--- config.mk ---
export PLATFORM = sky130hd
export DESIGN_NAME = lrq_lane
export DESIGN_NICKNAME = d
export VERILOG_FILES = /design/src/hw/rtl/lrq_pkg.sv /design/src/hw/rtl/lrq_lane.sv
export SDC_FILE = /design/constraint.sdc
export NUM_CORES = 1
export LEC_CHECK = 0
export ABC_AREA = 1
export BUFFER_PORTS_ARGS = -buffer_cell sky130_fd_sc_hd__buf_4
export CORE_MARGIN = 1.5
export CORE_UTILIZATION = 65
export CTS_BUF_LIST = sky130_fd_sc_hd__clkbuf_4 sky130_fd_sc_hd__clkbuf_8
export DETAILED_ROUTE_END_ITERATION = 8
export HOLD_SLACK_MARGIN = 0.06
export PLACE_DENSITY_LB_ADDON = 0.1
export SKIP_CTS_REPAIR_TIMING = 1
export SYNTH_ARGS = -nofsm -noshare
export SYNTH_HDL_FRONTEND = slang
export SYNTH_SLANG_ARGS = --single-unit
export TNS_END_PERCENT = 5
--- constraint.sdc ---
create_clock -name clock -period 11.05 [get_ports clock]
set_input_delay 3.315 -clock clock [delete_from_list [all_inputs] [get_ports clock]]
set_output_delay 3.315 -clock clock [all_outputs]
set_load 0.02 [all_outputs]
--- src/hw/rtl/lrq_pkg.sv ---
// ============================================================================
// lrq_pkg: shared types and constants of the linear resampler
// Widths, register indexes and transfer payload structs used by all modules.
// ============================================================================
package lrq_pkg;

   localparam int LANES        = 8;
   localparam int MAX_CHANNELS = 8;
   localparam int FRAC_BITS    = 16;
   localparam int SAMPLE_W     = 16;
   localparam int PHASE_W      = 21;
   localparam int STEP_W       = 20;
   localparam int COUNT_W      = 4;
   localparam int CSR_INDEX_W  = 2;
   localparam int CSR_DATA_W   = 20;

   localparam logic [PHASE_W-1:0] PHASE_ONE = PHASE_W'(1) << FRAC_BITS;
   localparam logic [STEP_W-1:0]  MIN_STEP  = STEP_W'(1024);

   localparam logic [STEP_W-1:0]  RESET_STEP  = STEP_W'(65536);
   localparam logic [COUNT_W-1:0] RESET_COUNT = COUNT_W'(2);

   // Register indexes of the configuration port.
   localparam logic [CSR_INDEX_W-1:0] CSR_PHASE_STEP    = CSR_INDEX_W'(0);
   localparam logic [CSR_INDEX_W-1:0] CSR_BYPASS        = CSR_INDEX_W'(1);
   localparam logic [CSR_INDEX_W-1:0] CSR_CHANNEL_COUNT = CSR_INDEX_W'(2);

   typedef logic signed [SAMPLE_W-1:0] sample_type;

   typedef struct packed {
      sample_type sample_0;
      sample_type sample_1;
      sample_type sample_2;
      sample_type sample_3;
      sample_type sample_4;
      sample_type sample_5;
      sample_type sample_6;
      sample_type sample_7;
   } req_data_type;

   typedef struct packed {
      sample_type out_0;
      sample_type out_1;
      sample_type out_2;
      sample_type out_3;
      sample_type out_4;
      sample_type out_5;
      sample_type out_6;
      sample_type out_7;
      logic       last_of_run;
   } rsp_data_type;

   // Controls handed to the merge stage.
   typedef struct packed {
      logic               bypass;
      logic               last;
      logic [COUNT_W-1:0] active;
   } merge_ctl_type;

endpackage

--- src/hw/rtl/lrq_lane.sv ---
// ============================================================================
// lrq_lane: one channel of the interpolator
// Registers prev and (cur - prev) * frac, then adds, floors and saturates to 16 bits.
// ============================================================================
module lrq_lane (
   input  logic                           clock,
   input  logic                           lane_load,
   input  lrq_pkg::sample_type            prev_sample,
   input  lrq_pkg::sample_type            cur_sample,
   input  logic [lrq_pkg::FRAC_BITS-1:0]  frac,
   output lrq_pkg::sample_type            blend_out
);

   localparam int DIFF_W = lrq_pkg::SAMPLE_W + 1;
   localparam int PROD_W = DIFF_W + lrq_pkg::FRAC_BITS + 1;
   localparam int SUM_W  = PROD_W + 1;
   localparam int Q_W    = SUM_W - lrq_pkg::FRAC_BITS;

   localparam logic signed [Q_W-1:0] Q_MAX = Q_W'(32767);
   localparam logic signed [Q_W-1:0] Q_MIN = -Q_W'(32768);

   logic signed [DIFF_W-1:0]        diff;
   logic signed [lrq_pkg::FRAC_BITS:0] frac_s;
   logic signed [PROD_W-1:0]        prod_in;
   logic signed [PROD_W-1:0]        prod_ff;
   lrq_pkg::sample_type             base_ff;
   logic signed [SUM_W-1:0]         sum;
   logic signed [Q_W-1:0]           q;

   // prev*(1-f) + cur*f is rewritten as prev*ONE + (cur-prev)*f.
   assign diff    = DIFF_W'(cur_sample) - DIFF_W'(prev_sample);
   assign frac_s  = $signed({1'b0, frac});
   assign prod_in = PROD_W'(diff) * PROD_W'(frac_s);

   always_ff @(posedge clock) begin
      if (lane_load) begin
         prod_ff <= prod_in;
         base_ff <= prev_sample;
      end
   end

   assign sum = (SUM_W'(base_ff) <<< lrq_pkg::FRAC_BITS) + SUM_W'(prod_ff);
   assign q   = $signed(sum[SUM_W-1:lrq_pkg::FRAC_BITS]);

   always_comb begin
      if (q > Q_MAX) begin
         blend_out = lrq_pkg::SAMPLE_W'(Q_MAX);
      end else if (q < Q_MIN) begin
         blend_out = lrq_pkg::SAMPLE_W'(Q_MIN);
      end else begin
         blend_out = q[lrq_pkg::SAMPLE_W-1:0];
      end
   end

endmodule

Word level (Yosys, flattened, before mapping) --
Cells that the tools add are included.
Word-level totals: word-level logic and storage cells 9, memory bits (writable) 0, ROM bits 0, output and inout port bits 16, input bits 50, memories kept 0, register bits 50, bits in latches 0
Cells by class: $lt $le $gt $ge 2, $mul 1, div/mod/pow operators 0, muxes and demuxes 2, shift-type cells 0, eq/ne operators 0, $add $sub $neg 2, reduce and logical (&&, ||, !) cells 0, bitwise gates (word level) 0
Operator list (count):
- $add A32 B34 Y35 | 1
- $mul A17 B17 Y34 | 1
- $mux W16 | 2
- $gt A19 B16 Y1 const B | 1
- $lt A19 B16 Y1 const B | 1
- $sub A16 B16 Y17 | 1

Logic depth before layout (Yosys ltp) --
depth in word-level cells 4, gate-level depth with buffers 34, gate-level depth less buffers 33

Worst setup path after synthesis --
Ideal clock, no wire load.
kind input to register, start point input cur_sample[0], end point register prod_ff[32] (data pin), stages 32, data required time 10.798 ns, data arrival time 9.715 ns, slack 1.083 ns, buffers on the path 1, setup time 0.252 ns, path through inv_1 ha_1 fa_1 o21ai_2 nand3_1 nand3_2 nand3_1 nand3_2 nand2_2 nor2_1 inv_1 fa_1 inv_1 fa_1 clkbuf_1 xor2_1 ha_1 inv_1 fa_1 inv_1 fa_1 inv_1 fa_1 inv_1 ha_1 inv_1 nor3_1 inv_1 nor4_1 nand2_1 nand3_1 nand2_1
On the way: word-level cells in the longest chain between the ends 2
Ends and longest elaborated chain:
- from (decl) | RTL line lrq_lane.sv:9 | input lrq_pkg::sample_type cur_sample,
- $sub A16 B16 Y17 | RTL line lrq_lane.sv:31 | assign diff = DIFF_W'(cur_sample) - DIFF_W'(prev_sample);
- $mul A17 B17 Y34 | RTL line lrq_lane.sv:33 | assign prod_in = PROD_W'(diff) * PROD_W'(frac_s);
- net prod_in[32] | RTL line lrq_lane.sv:24 | logic signed [PROD_W-1:0] prod_in;
- to (signal assigned) | RTL line lrq_lane.sv:37 | prod_ff <= prod_in;
- to (decl) | RTL line lrq_lane.sv:25 | logic signed [PROD_W-1:0] prod_ff;
The timed path passes the listed nets, and every way through them passes these cells. A chain may end at the register's enable or synchronous reset.

Worst setup path after layout --
start point input prev_sample[0], end point register prod_ff[33] (data pin)
On the way: word-level cells in the longest chain between the ends 2
Ends and longest elaborated chain:
- from (decl) | RTL line lrq_lane.sv:8 | input lrq_pkg::sample_type prev_sample,
- $sub A16 B16 Y17 | RTL line lrq_lane.sv:31
- $mul A17 B17 Y34 | RTL line lrq_lane.sv:33
- net prod_in[33] | RTL line lrq_lane.sv:24
The timed path passes the listed nets, and every way through them passes these cells.

==> reports/results.ini <==
[global_route]
grt_pass1_wl_microns = 62800
grt_max_degree = 35
gr-usage-all-layers = 0.371
grt_pass1_vias = 12100
grt_overflow = 0
antenna_found_initial = 0

[route]
wirelength_microns = 39900
drt_iter0_markers = 857
num_vias = 12000
wire_per_inst_microns = 18.6
drc = 0
viasPerCell = 5.61
route.antenna.remaining_nets = 0
detail_route.first_pass.iterations = 6

[run]
drv_cap = 0

[die]
placementRows = 53
core_region_area_sq_um = 21100
start_util = 0.664
die_y_microns = 150
io_pins = 66
die_w_microns = 150
die-area_sq_um = 22400

[timing]
finalCritPeriodShare = 0.943
worst_slew_pin_slew_ns = 0.738
finalSetupViolations = 0
rsz0062_at_grt = false
whs_ns = 3.21
finalSetupTns_ns = 0
worst_slew_margin_rel = 0.508
period_needed_ns = 10.42
hold_violations = 0
slew_violations = 0
fmax_mhz = 95.9

[outcome]
status = finished clean

[synth]
synthArstFlopShare = 0
ys_seq_area_frac = 0.0729
synth-main-ff-cell = edfxtp_1
synth-edff-count = 34
netlist_instances = 1810
avgSynthCellArea_sq_um = 7.73
synth_area_sq_um = 14000
ys_ff_latch = 34
yosysTopAreaCellShare = 0.392
synth_area_leader_cell = fa_1
synth.top_cells.by_area = fa_1 39%, inv_1 13%, ha_1 11%
synth_nets = 2254
ys_warn_count = 0
ys_types = 41

[finish]
area_delta_synth_final_pct = 6.82
multi_input_area_sq_um = 11000
design_area_sq_um = 15000
fin_util = 0.709
diodes = 0
drive_gt1_frac = 0.0669
fillers = 1793
seq_area_sq_um = 1020
final_common_cell = inv_1
nNetsFinal = 2312
mostFrequentLayoutCells = 481 x inv_1, 346 x nand2_1, 274 x fa_1

[worst_setup_path]
cp-end-kind = register
cp_max_fo = 10
crit_arrival_ns = 10.47
crit_path_frequent_cell = fa_1
critical_path_required_ns = 11.10
crit_type = in2reg
slowest_stage = fa_1
max_stage_delay_ns = 0.67
startpoint_type = primary input

[clocking]
cts-htree-levels = 2
cts_tree = done
cts_buffers = 5
clk_pin_slew_ns = 0.08
ctsLongestPathBuffers = 2
cts_root_buf = clkbuf_8
clkSinkCount = 34

[placed_design]
postPlaceCellArea_sq_um = 14800
portBuffers = 65
dp_hpwl_microns = 34200
gp_congestion = 1.05

[worst_hold_path]
min-delay-path-class = in2reg
hp-start = prev_sample[15]
min_path_cells = 1
min_to = base_ff[15]

-- synth_stat cells, types with 6 or more instances --
| cell | n |
|---|---|
| nand3_1 | 108 |
| nand4_1 | 10 |
| o21ai_0 | 30 |
| clkinv_1 | 6 |
| ha_1 | 120 |
| a21o_1 | 8 |
| a21oi_1 | 51 |
| or2_2 | 7 |
| nor3_1 | 9 |
| xnor2_1 | 16 |
| o21bai_1 | 8 |
| a31oi_1 | 13 |
| xor2_1 | 24 |
| nor2_1 | 184 |
| inv_1 | 481 |
| buf_2 | 6 |
| clkbuf_1 | 21 |
| fa_1 | 274 |
| edfxtp_1 | 34 |
| nand2_1 | 346 |
| nand2_2 | 12 |
-- routing by layer --
layer	GRT usage	up-vias	wire length (microns)
met1	0.487	5777	15700
met2	0.606	636	18400
met4	0.121	0	1420
met3	0.0924	112	4340
li1	-	5506	-
met5	0	-	0
-- state kept, by name, indices dropped and copies added, names as in the netlist --
| signal | flops |
|---|---|
| prod_ff | 18 |
| base_ff | 16 |
-- critical path: cells and delay by family --
family / cells / cell delay, ns
AOI/OAI and AO/OA: 4 / 1.01
adders and majority gates: 9 / 4.23
buffers and inverters: 5 / 0.48
and+or+nand+nor: 11 / 1.41
-- layout make-up --
class                           instances  area share
Timing Repair Buffer                   82      0.0412
Clock buffer                            5     0.00460
Multi-Input combinational cell       1256       0.736
Clock inverter                          3     0.00460
Sequential cell                        34      0.0683
Inverter                              489       0.123
Tap cell                              275      0.0230
-- logic make-up after synthesis --
family	Yosys count	synth area share
adder cells (fa/ha/maj)	394	0.499
buffers and inverters	520	0.141
XOR/XNOR	40	0.0250
flip-flops	34	0.0729
AO/OA/AOI/OAI	129	0.0550
AND/OR/NAND/NOR	693	0.207
-- worst max-delay path by stage --
stage | start | end | slack, ns | cells past startpoint
after floorplan | cur_sample[0] | prod_ff[32] | 1.08 | 32
after global placement | prev_sample[0] | prod_ff[33] | 0.52 | 30
after detailed placement | prev_sample[0] | prod_ff[30] | 0.38 | 29
after CTS | prev_sample[0] | prod_ff[24] | 0.69 | 28
after global routing | prev_sample[0] | prod_ff[32] | 0.11 | 31
final | prev_sample[0] | prod_ff[33] | 0.63 | 29
-- metrics by stage --
| stage | setup WS (ns) | cells |
|---|---|---|
| after global placement | 0.523 | 2136 |
| after global routing | 0.110 | 2144 |
| final | 0.627 | 2144 |
| after detailed placement | 0.384 | 2136 |
| after floorplan | 1.08 | 1810 |
| after CTS | 0.694 | 2144 |
Power is left out: the tool's default activity adds up to more than one toggle a clock period on the data nets, which glitch-free logic cannot reach.
