## src/hw/rtl/lrq_pkg.sv

```systemverilog
// ============================================================================
// lrq_pkg: shared types and constants of the linear resampler
// Widths, register indexes and transfer payload structs used by all modules.
// ============================================================================
package lrq_pkg;

   localparam int LANES        = 8;
   localparam int MAX_CHANNELS = 8;
   localparam int FRAC_BITS    = 16;
   localparam int SAMPLE_W     = 16;
   localparam int PHASE_W      = 21;
   localparam int STEP_W       = 20;
   localparam int COUNT_W      = 4;
   localparam int CSR_INDEX_W  = 2;
   localparam int CSR_DATA_W   = 20;

   localparam logic [PHASE_W-1:0] PHASE_ONE = PHASE_W'(1) << FRAC_BITS;
   localparam logic [STEP_W-1:0]  MIN_STEP  = STEP_W'(1024);

   localparam logic [STEP_W-1:0]  RESET_STEP  = STEP_W'(65536);
   localparam logic [COUNT_W-1:0] RESET_COUNT = COUNT_W'(2);

   // Register indexes of the configuration port.
   localparam logic [CSR_INDEX_W-1:0] CSR_PHASE_STEP    = CSR_INDEX_W'(0);
   localparam logic [CSR_INDEX_W-1:0] CSR_BYPASS        = CSR_INDEX_W'(1);
   localparam logic [CSR_INDEX_W-1:0] CSR_CHANNEL_COUNT = CSR_INDEX_W'(2);

   typedef logic signed [SAMPLE_W-1:0] sample_type;

   typedef struct packed {
      sample_type sample_0;
      sample_type sample_1;
      sample_type sample_2;
      sample_type sample_3;
      sample_type sample_4;
      sample_type sample_5;
      sample_type sample_6;
      sample_type sample_7;
   } req_data_type;

   typedef struct packed {
      sample_type out_0;
      sample_type out_1;
      sample_type out_2;
      sample_type out_3;
      sample_type out_4;
      sample_type out_5;
      sample_type out_6;
      sample_type out_7;
      logic       last_of_run;
   } rsp_data_type;

   // Controls handed to the merge stage.
   typedef struct packed {
      logic               bypass;
      logic               last;
      logic [COUNT_W-1:0] active;
   } merge_ctl_type;

endpackage

```

## src/hw/rtl/lrq_merge.sv

```systemverilog
// ============================================================================
// lrq_merge: combines the lane results into one output frame
// Selects bypass or interpolated samples and zeroes the inactive lanes.
// ============================================================================
module lrq_merge (
   input  lrq_pkg::sample_type    blend_sample [lrq_pkg::LANES],
   input  lrq_pkg::sample_type    cur_sample   [lrq_pkg::LANES],
   input  lrq_pkg::merge_ctl_type ctl,
   output lrq_pkg::rsp_data_type  frame_out
);

   lrq_pkg::sample_type lane_value [lrq_pkg::LANES];

   always_comb begin
      for (int i = 0; i < lrq_pkg::LANES; i++) begin
         if (lrq_pkg::COUNT_W'(i) >= ctl.active) begin
            lane_value[i] = '0;
         end else if (ctl.bypass) begin
            lane_value[i] = cur_sample[i];
         end else begin
            lane_value[i] = blend_sample[i];
         end
      end
   end

   always_comb begin
      frame_out.out_0       = lane_value[0];
      frame_out.out_1       = lane_value[1];
      frame_out.out_2       = lane_value[2];
      frame_out.out_3       = lane_value[3];
      frame_out.out_4       = lane_value[4];
      frame_out.out_5       = lane_value[5];
      frame_out.out_6       = lane_value[6];
      frame_out.out_7       = lane_value[7];
      frame_out.last_of_run = ctl.last;
   end

endmodule

```

## config.mk

```make
export PLATFORM = sky130hd
export DESIGN_NAME = lrq_merge
export DESIGN_NICKNAME = d
export VERILOG_FILES = /design/src/hw/rtl/lrq_pkg.sv /design/src/hw/rtl/lrq_merge.sv
export SDC_FILE = /design/constraint.sdc
export NUM_CORES = 1
export LEC_CHECK = 0
export ABC_CLOCK_PERIOD_IN_PS = 1390
export BUFFER_PORTS_ARGS = -buffer_cell sky130_fd_sc_hd__buf_2
export CAP_MARGIN = 30
export CORE_AREA = 2 2 152 154
export DETAILED_ROUTE_END_ITERATION = 10
export DIE_AREA = 0 0 154 156
export GPL_TIMING_DRIVEN = 0
export PLACE_DENSITY = 0.4
export SYNTH_ARGS = -nofsm -noshare
export SYNTH_HDL_FRONTEND = slang
export SYNTH_SLANG_ARGS = --single-unit
```

## constraint.sdc

```tcl
create_clock -name vclk -period 1.39
set_clock_uncertainty 0.2 [all_clocks]
set_input_delay 0.0695 -clock vclk [all_inputs]
set_output_delay 0.0695 -clock vclk [all_outputs]
set_load 0.02 [all_outputs]
```

Yosys cells after proc, flatten, opt, wreduce, memory -nomap -nowiden
Index checks and enable logic that the tools add are counted.
{"block": "word_totals", "register_bits": 0, "out_inout_bits": 129}
{"block": "classes", "magnitude_cmp": 8, "muxes": 16}
{"operator": "two-way mux 16 bit", "n": 16}
{"operator": ">= comparator 3 x 4 -> 1 bit, first input constant", "n": 4}
{"operator": ">= comparator 1 x 4 -> 1 bit, first input constant", "n": 2}
{"operator": ">= comparator 2 x 4 -> 1 bit, first input constant", "n": 2}

Depth between registers and ports, before layout
Gate-level depths: netlist of the first run.
{"block": "depth", "depth_word": 2, "mapped_depth": 4, "ltp_nobuf": 2}

Worst setup path after synthesis of the first run
Ideal clock, no wire load.
{"block": "synth_timing", "path_kind": "input port to output port", "start": "input port ctl[5] (netlist bit)", "end": "output port frame_out[75] (netlist bit)", "arrival_time_ns": 0.976, "t_required_ns": 1.121, "slack_ns": 0.144, "cell_stages": 4, "cell_sequence": "buf_2 buf_2 mux2i_1 nor2_1"}
{"item": "start, declared", "line_no": "lrq_merge.sv:8", "rtl": "input lrq_pkg::merge_ctl_type ctl,"}
{"item": "end, declared", "line_no": "lrq_merge.sv:9", "rtl": "output lrq_pkg::rsp_data_type frame_out"}

==> results of run 1 <==
==> layout make-up <==
type	count	area, µm²
multi-input combinational	263	1900
timing repair buffer	398	2040
tap	285	357
antenna	1	2.50
buffer	25	196
inverter	1	7.51
fill	2578	17900
==> Yosys cell counts <==
library cell / number
nor2_1: 113
o21ai_1: 1
nor4_4: 1
buf_4: 1
a211oi_2: 1
buf_2: 20
mux2i_1: 128
nor3_2: 1
inv_1: 1
buf_1: 1
a21oi_1: 17
clkbuf_1: 3
a31oi_1: 1
==> how the worst max path moves through the flow <==
stage	start	end	slack, ns	depth (start not counted)
floorplan	ctl[5]	frame_out[75]	0.14	4
global placement	ctl[1]	frame_out[57]	-0.53	5
detailed placement	ctl[1]	frame_out[54]	-0.54	5
CTS	ctl[5]	frame_out[127]	0.0005	5
global route	ctl[5]	frame_out[101]	-0.02	5
finish	ctl[1]	frame_out[88]	0.04	6
==> cell families after synthesis <==
family	Yosys count	synth area share, %
AO/OA/AOI/OAI	20	5.52
buffers and inverters	26	6.41
multiplexers	128	65.0
AND/OR/NAND/NOR	115	23.1
==> power by group through the flow <==
stage,Sequential (W),Combinational [W],Clock [W]
3_5_place_dp,0,0.00170,0
4_1_cts,0,0.00177,0
2_1_floorplan,0,0.000916,0
3_3_place_gp,0,0.00170,0
6_report,0,0.00176,0.0000000000967
5_1_grt,0,0.00191,0
==> timing repair <==
action                                  4_1_cts  5_1_grt
cloned                                        0        0
hold endpoints to repair                      0        0
resized for setup                            35       11
buffers inserted                              7        2
hold buffers                                  0        0
endpoints found under the setup margin      128       78
pin swaps                                     4        1
==> stage by stage <==
| stage | cells | worst slack [ns] | cell area [µm²] | TNS, ns |
|---|---|---|---|---|
| floorplan | 289 | 0.144 | 1970 | 0 |
| global placement | 963 | -0.535 | 4280 | -34.07 |
| detailed placement | 963 | -0.543 | 4280 | -34.13 |
| CTS | 970 | 0.000490 | 4470 | 0 |
| global route | 972 | -0.0225 | 4510 | -0.204 |
| finish | 973 | 0.0406 | 4510 | 0 |
==> cells in the final DEF (no fill, tap or decap), types with 6 or more instances in the layout <==
master	n
buf_4	18
clkbuf_4	6
mux2i_1	127
buf_6	6
buf_2	390
a21oi_1	16
nor2_1	112
==> metal layers <==
metal / up-vias / global-route usage, % / routed length, µm
met5: - / 0 / 12
met2: 211 / 19.1 / 6890
met1: 1533 / 11.9 / 5450
li1: 1798 / - / -
met4: 2 / 0.757 / 115
met3: 10 / 1.17 / 929
==> flow_summary.toml, run 1 <==
[run_status]
status = "finished, final reports clean"

[synthesis]
syn_avg_cell_area_um2 = 6.82
yosysUniqueCellTypes = 13
syn-num-nets = 551
syn_inst = 289
synth_top_cell_area_share_pct = 65.0
syn_area_um2 = 1970
yosys-top-cells-area = "mux2i_1, nor2_1, buf_2"
seq_area_frac_synth_pct = 0
synth_warnings = 0
synth_top_area_cell = "mux2i_1"

[global_route]
grt_max_degree = 11
grt_pass1_wl_um = 18500
grt.overflow.total = 0
grt_pass1_vias = 3285
antenna_found_initial = 2
grt.total_usage_pct = 9.80

[power]
finalPower_w = 0.00176
internal_power_w = 0.000768
irDropWorstVdd_mv = 0.142
p_sw_share_pct = 56.5
leakage_nw = 2.81
switchingPower_w = 0.000997
powerDensity_nw_per_um2 = 391
p_comb_share_pct = 100.0
seqPwrFrac_pct = 0
p_clk_share_pct = 0

[setup_path]
path_cells = "buf_4 > a211oi_4 > buf_12 > buf_4 > nor2_1 > buf_2"
critPathBufInv = 4
crit_family = "buffers and inverters"
cpMostUsedCell = "buf_4"
slowest_delay_ns = 0.28
crit_path_top_delay_cell = "a211oi_4"
crit_arrival_ns = 1.08
worstPathRequired_ns = 1.12
critPathKind = "input port to primary output"
cp_max_fo = 10
critPathCaptureType = "primary output"
crit_path_start_kind = "input port"

[route]
drt_iter0_drc = 207
ant_nets = 0
vias = 3554
drc = 0
routed_wirelength_um = 13400
drt_pass1_iterations = 4
routed_via_density = 3.65
wl_per_cell_um = 13.8

[sta]
rsz0062_at_grt = "true"
slew_headroom_pct = 82.8
slew_violations = 0
hold_viol = 0
period_needed_ns = 1.35
max_freq_mhz = 741
post-route-period-util_pct = 97.1
hold-worst-slack_ns = 0.160
worst_pin_slew_ns = 0.251
setup_viol = 0

[run]
maxCapViolations = 0

[floorplanning]
die-area_um2 = 24000
die_x_um = 154
io_pins = 391
floorplan.initialDensity_pct = 8.82
die_y_um = 156
core_area_um2 = 22400
rows = 55

[placed_design]
dp_hpwl_um = 11600
port_buffers = 389
globalplace.congestion = 0.735

[layout]
clkbuf_count = 0
drive_above_1_share_pct = 62.9
fin_nets = 951
syn2layout_area_growth_pct = 129
fin_util_pct = 20.2
seq_cells = 0
register_area_um2 = 0

[hold_path]
hold_path_end = "frame_out[0]"
min_from = "ctl[4]"
hold_class = "input port to primary output"
worstHoldPathCells = 2
(Power assumes the default switching activity.)
==> run 2, diff against run 1 <==
==> config.mk (replaced) <==
export PLATFORM = sky130hd
export DESIGN_NAME = lrq_merge
export DESIGN_NICKNAME = d
export VERILOG_FILES = /design/src/hw/rtl/lrq_pkg.sv /design/src/hw/rtl/lrq_merge.sv
export SDC_FILE = /design/constraint.sdc
export NUM_CORES = 1
export LEC_CHECK = 0
export ABC_CLOCK_PERIOD_IN_PS = 1500
export BUFFER_PORTS_ARGS = -buffer_cell sky130_fd_sc_hd__buf_2
export CAP_MARGIN = 30
export CORE_AREA = 4 4 149 151
export DETAILED_ROUTE_END_ITERATION = 10
export DIE_AREA = 0 0 153 155
export GPL_TIMING_DRIVEN = 0
export PLACE_DENSITY = 0.42
export SYNTH_ARGS = -nofsm -noshare
export SYNTH_HDL_FRONTEND = slang
export SYNTH_SLANG_ARGS = --single-unit
==> constraint.sdc (replaced) <==
create_clock -name vclk -period 1.5
set_clock_uncertainty 0.2 [all_clocks]
set_input_delay 0.075 -clock vclk [all_inputs]
set_output_delay 0.075 -clock vclk [all_outputs]
set_load 0.02 [all_outputs]
==> flow_summary.toml, run 2 (same netlist as run 1, synthesis figures left out) <==
[global_route]
grt.overflow.total = 0
antenna_found_initial = 1
grt_max_degree = 11
grt_pass1_wl_um = 20200
grt_pass1_vias = 3527
grt.total_usage_pct = 10.6

[setup_path]
critPathBufInv = 4
critPathLaunch = "ctl[2]"
cpMostUsedCell = "buf_4"
worstPathRequired_ns = 1.22
crit_path_top_delay_cell = "nor4_4"
cp_max_fo = 10
crit_family = "buffers and inverters"
path_cells = "clkbuf_4 > nor4_4 > buf_4 > buf_4 > nor2_1 > buf_2"
critPathCaptureType = "primary output"
slowest_delay_ns = 0.27
crit_arrival_ns = 1.14
crit_path_start_kind = "input port"
critPathKind = "input port to primary output"

[placed_design]
place_inst = 953
place_ws_ns = -0.435
globalplace.congestion = 0.842
dp_hpwl_um = 12300
port_buffers = 389

[power]
finalPower_w = 0.00161
powerDensity_nw_per_um2 = 366
irDropWorstVdd_mv = 0.123
leakage_nw = 2.78

[sta]
finalSetupTns_ns = 0
period_needed_ns = 1.42
worst_pin_slew_ns = 0.396
layout_setup_ws_ns = 0.0827
rsz0062_at_grt = "false"
setup_viol = 0
hold_viol = 0
post-route-period-util_pct = 94.5
slew_headroom_pct = 73.6
max_freq_mhz = 706
slew_violations = 0

[route]
ant_nets = 0
met1_length_um = 5890
highest_layer = "met5"
routed_wirelength_um = 14200
vias = 3534
wl_per_cell_um = 14.8
routed-wl-met2_um = 7040
drc = 0
routed_via_density = 3.69
met3_length_um = 1040
drt_iter0_drc = 187
drt_pass1_iterations = 4

[floorplanning]
rows = 53
die_y_um = 155
io_pins = 391
core_area_um2 = 20800
floorplan.initialDensity_pct = 9.47
die_x_um = 153
die-area_um2 = 23700

[layout]
final_cell_mix = "buf_2, mux2i_1, nor2_1"
seq_cells = 0
fin_nets = 948
drive_above_1_share_pct = 62.4
syn2layout_area_growth_pct = 124
final_cells = 959
final_common_cell = "buf_2"
multiInputGateArea_um2 = 1900
n_antenna_cell = 0
clkbuf_count = 0
num-fill-cells = 2392
fin_util_pct = 21.2
register_area_um2 = 0

[clocking]
postCtsHoldBufs = 0

[run_status]
status = "finished, final reports clean"

[hold_path]
hold_class = "input port to primary output"
min_from = "ctl[4]"

[run]
maxCapViolations = 0
[run 2: what timing repair did]
action,4_1_cts,5_1_grt
setup endpoints to repair,111,37
pin swaps,3,1
gates resized for setup,23,8
buffers inserted,4,2
[run 2: metal layers]
metal / global-route usage (%) / vias up
li1: - / 1786
met1: 13.6 / 1520
met2: 19.2 / 210
met3: 1.61 / 16
met4: 1.36 / 2
met5: 0 / -
[run 2: cell type report]
cell class,count,share of cell area (%)
Timing Repair Buffer,395,45.3
Multi-Input combinational cell,263,43.1
Tap cell,275,7.80
Buffer,25,3.72
Inverter,1,0.0851
[run 2: stage by stage]
stage,hold slack (ns),area [µm²]
6_report,0.168,4410
3_3_place_gp,0.169,4260
5_1_grt,0.170,4410
4_1_cts,0.169,4380
2_1_floorplan,0.0626,1970
3_5_place_dp,0.169,4260
[run 2: final timing paths]
kind | endpoint | depth (start not counted)
hold / removal | frame_out[0] | 2
setup / recovery | frame_out[116] | 6
[run 2: report_power, final]
group / internal (W) / total (W) / switching [W]
Sequential: 0 / 0 / 0
Clock: 0 / 0 / 0
Combinational: 0.000692 / 0.00161 / 0.000923
==> run 3, diff against run 2 <==
==> constraint.sdc (replaced) <==
create_clock -name vclk -period 1.5
set_clock_uncertainty 0.2 [all_clocks]
set_input_delay 0.075 -clock vclk [all_inputs]
set_output_delay 0.075 -clock vclk [all_outputs]
set_load 0.05 [all_outputs]
==> flow_summary.toml, run 3 (same netlist as run 1, synthesis figures left out) <==
[layout]
fin_nets = 955
final_area_um2 = 4900
seq_cells = 0
register_area_um2 = 0
final_cell_mix = "buf_2, mux2i_1, nor2_2"
drive_above_1_share_pct = 79.9
syn2layout_area_growth_pct = 149
num-fill-cells = 2367
n_antenna_cell = 0
clkbuf_count = 0
final_common_cell = "buf_2"

[placed_design]
globalplace.congestion = 0.827
placed_area_um2 = 4590
place_ws_ns = -0.527
dp_hpwl_um = 12900
port_buffers = 389

[floorplanning]
die_y_um = 155
io_pins = 391
floorplan.initialDensity_pct = 9.47
die_x_um = 153
rows = 53
die-area_um2 = 23700
core_area_um2 = 20800

[setup_path]
worstPathRequired_ns = 1.22
crit_arrival_ns = 1.16
critPathKind = "input port to primary output"
crit_path_start_kind = "input port"
critPathCaptureType = "primary output"
cp_max_fo = 10

[route]
wl_per_cell_um = 15.0
drt_pass1_iterations = 4
drc = 0
routed_via_density = 3.69
routed_wirelength_um = 14500
drt_iter0_drc = 89
ant_nets = 0
vias = 3569

[sta]
rsz0062_at_grt = "true"
slew_headroom_pct = 78.7
setup_viol = 0
hold-worst-slack_ns = 0.253
max_freq_mhz = 698
slew_violations = 0
finalSetupTns_ns = 0
period_needed_ns = 1.43
layout_setup_ws_ns = 0.0674
hold_viol = 0
worst_pin_slew_ns = 0.310
post-route-period-util_pct = 95.5

[power]
powerDensity_nw_per_um2 = 504
finalPower_w = 0.00247
leakage_nw = 2.84
irDropWorstVdd_mv = 0.188

[global_route]
grt_pass1_wl_um = 21100
grt_max_degree = 11
grt_pass1_vias = 3708
antenna_found_initial = 0
grt.overflow.total = 0
grt.total_usage_pct = 11.0

[run]
maxCapViolations = 0

[hold_path]
hold_class = "input port to primary output"

[clocking]
postCtsHoldBufs = 0

[run_status]
status = "finished, final reports clean"
==> run 3: cell count changes in the layout (fill, tap and decap cells not counted), sizes merged <==
cell and delta:
clkbuf +19, inv -1, clkinvlp +1, buf -12
==> run 3: stage by stage <==
step | util, % | instances
floorplan | - | 289
global placement | 21.9 | 953
detailed placement | 22.1 | 956
CTS | 22.9 | 960
global route | 23.6 | 966
finish | 23.6 | 966
==> run 3: worst paths after layout <==
path / from / endpoint / slack, ns / cells past startpoint
worst max-delay path: ctl[3] / frame_out[12] / 0.07 / 5
worst min-delay path: ctl[4] / frame_out[0] / 0.25 / 2
==> run 3: report_power, final <==
group | internal [W] | total (W) | switching [W] | leakage (nW)
Combinational | 0.000798 | 0.00247 | 0.00168 | 2.84
Sequential | 0 | 0 | 0 | 0
Clock | 0 | 0 | 0 | 0
==> run 3: worst max-delay path, cell delays in order <==
cell,delay (ns)
buf_4,0.20
clkinvlp_4,0.22
buf_4,0.26
nor2_2,0.12
buf_2,0.27
==> run 3: repair_timing <==
action | CTS | global route
pin swaps | 2 | 2
gates cloned | 0 | 0
gates resized for setup | 54 | 34
setup endpoints to repair | 126 | 78
setup buffers | 4 | 6
==> run 3: layout make-up <==
cell class	count	area, µm²	share of cell area (%)
repair buffers	402	2150	43.8
multi-input cells	263	2200	44.9
well taps	275	344	7.02
inverters	1	7.51	0.153
plain buffers	25	201	4.11
==> run 3: routing by layer <==
layer | GRT usage, % | part of all wire [%] | vias up
met1 | 14.0 | 41 | 1529
met5 | 0 | 0 | -
li1 | - | - | 1804
met3 | 1.84 | 8.0 | 6
met2 | 20.3 | 50 | 230
met4 | 0.806 | 0.83 | 0
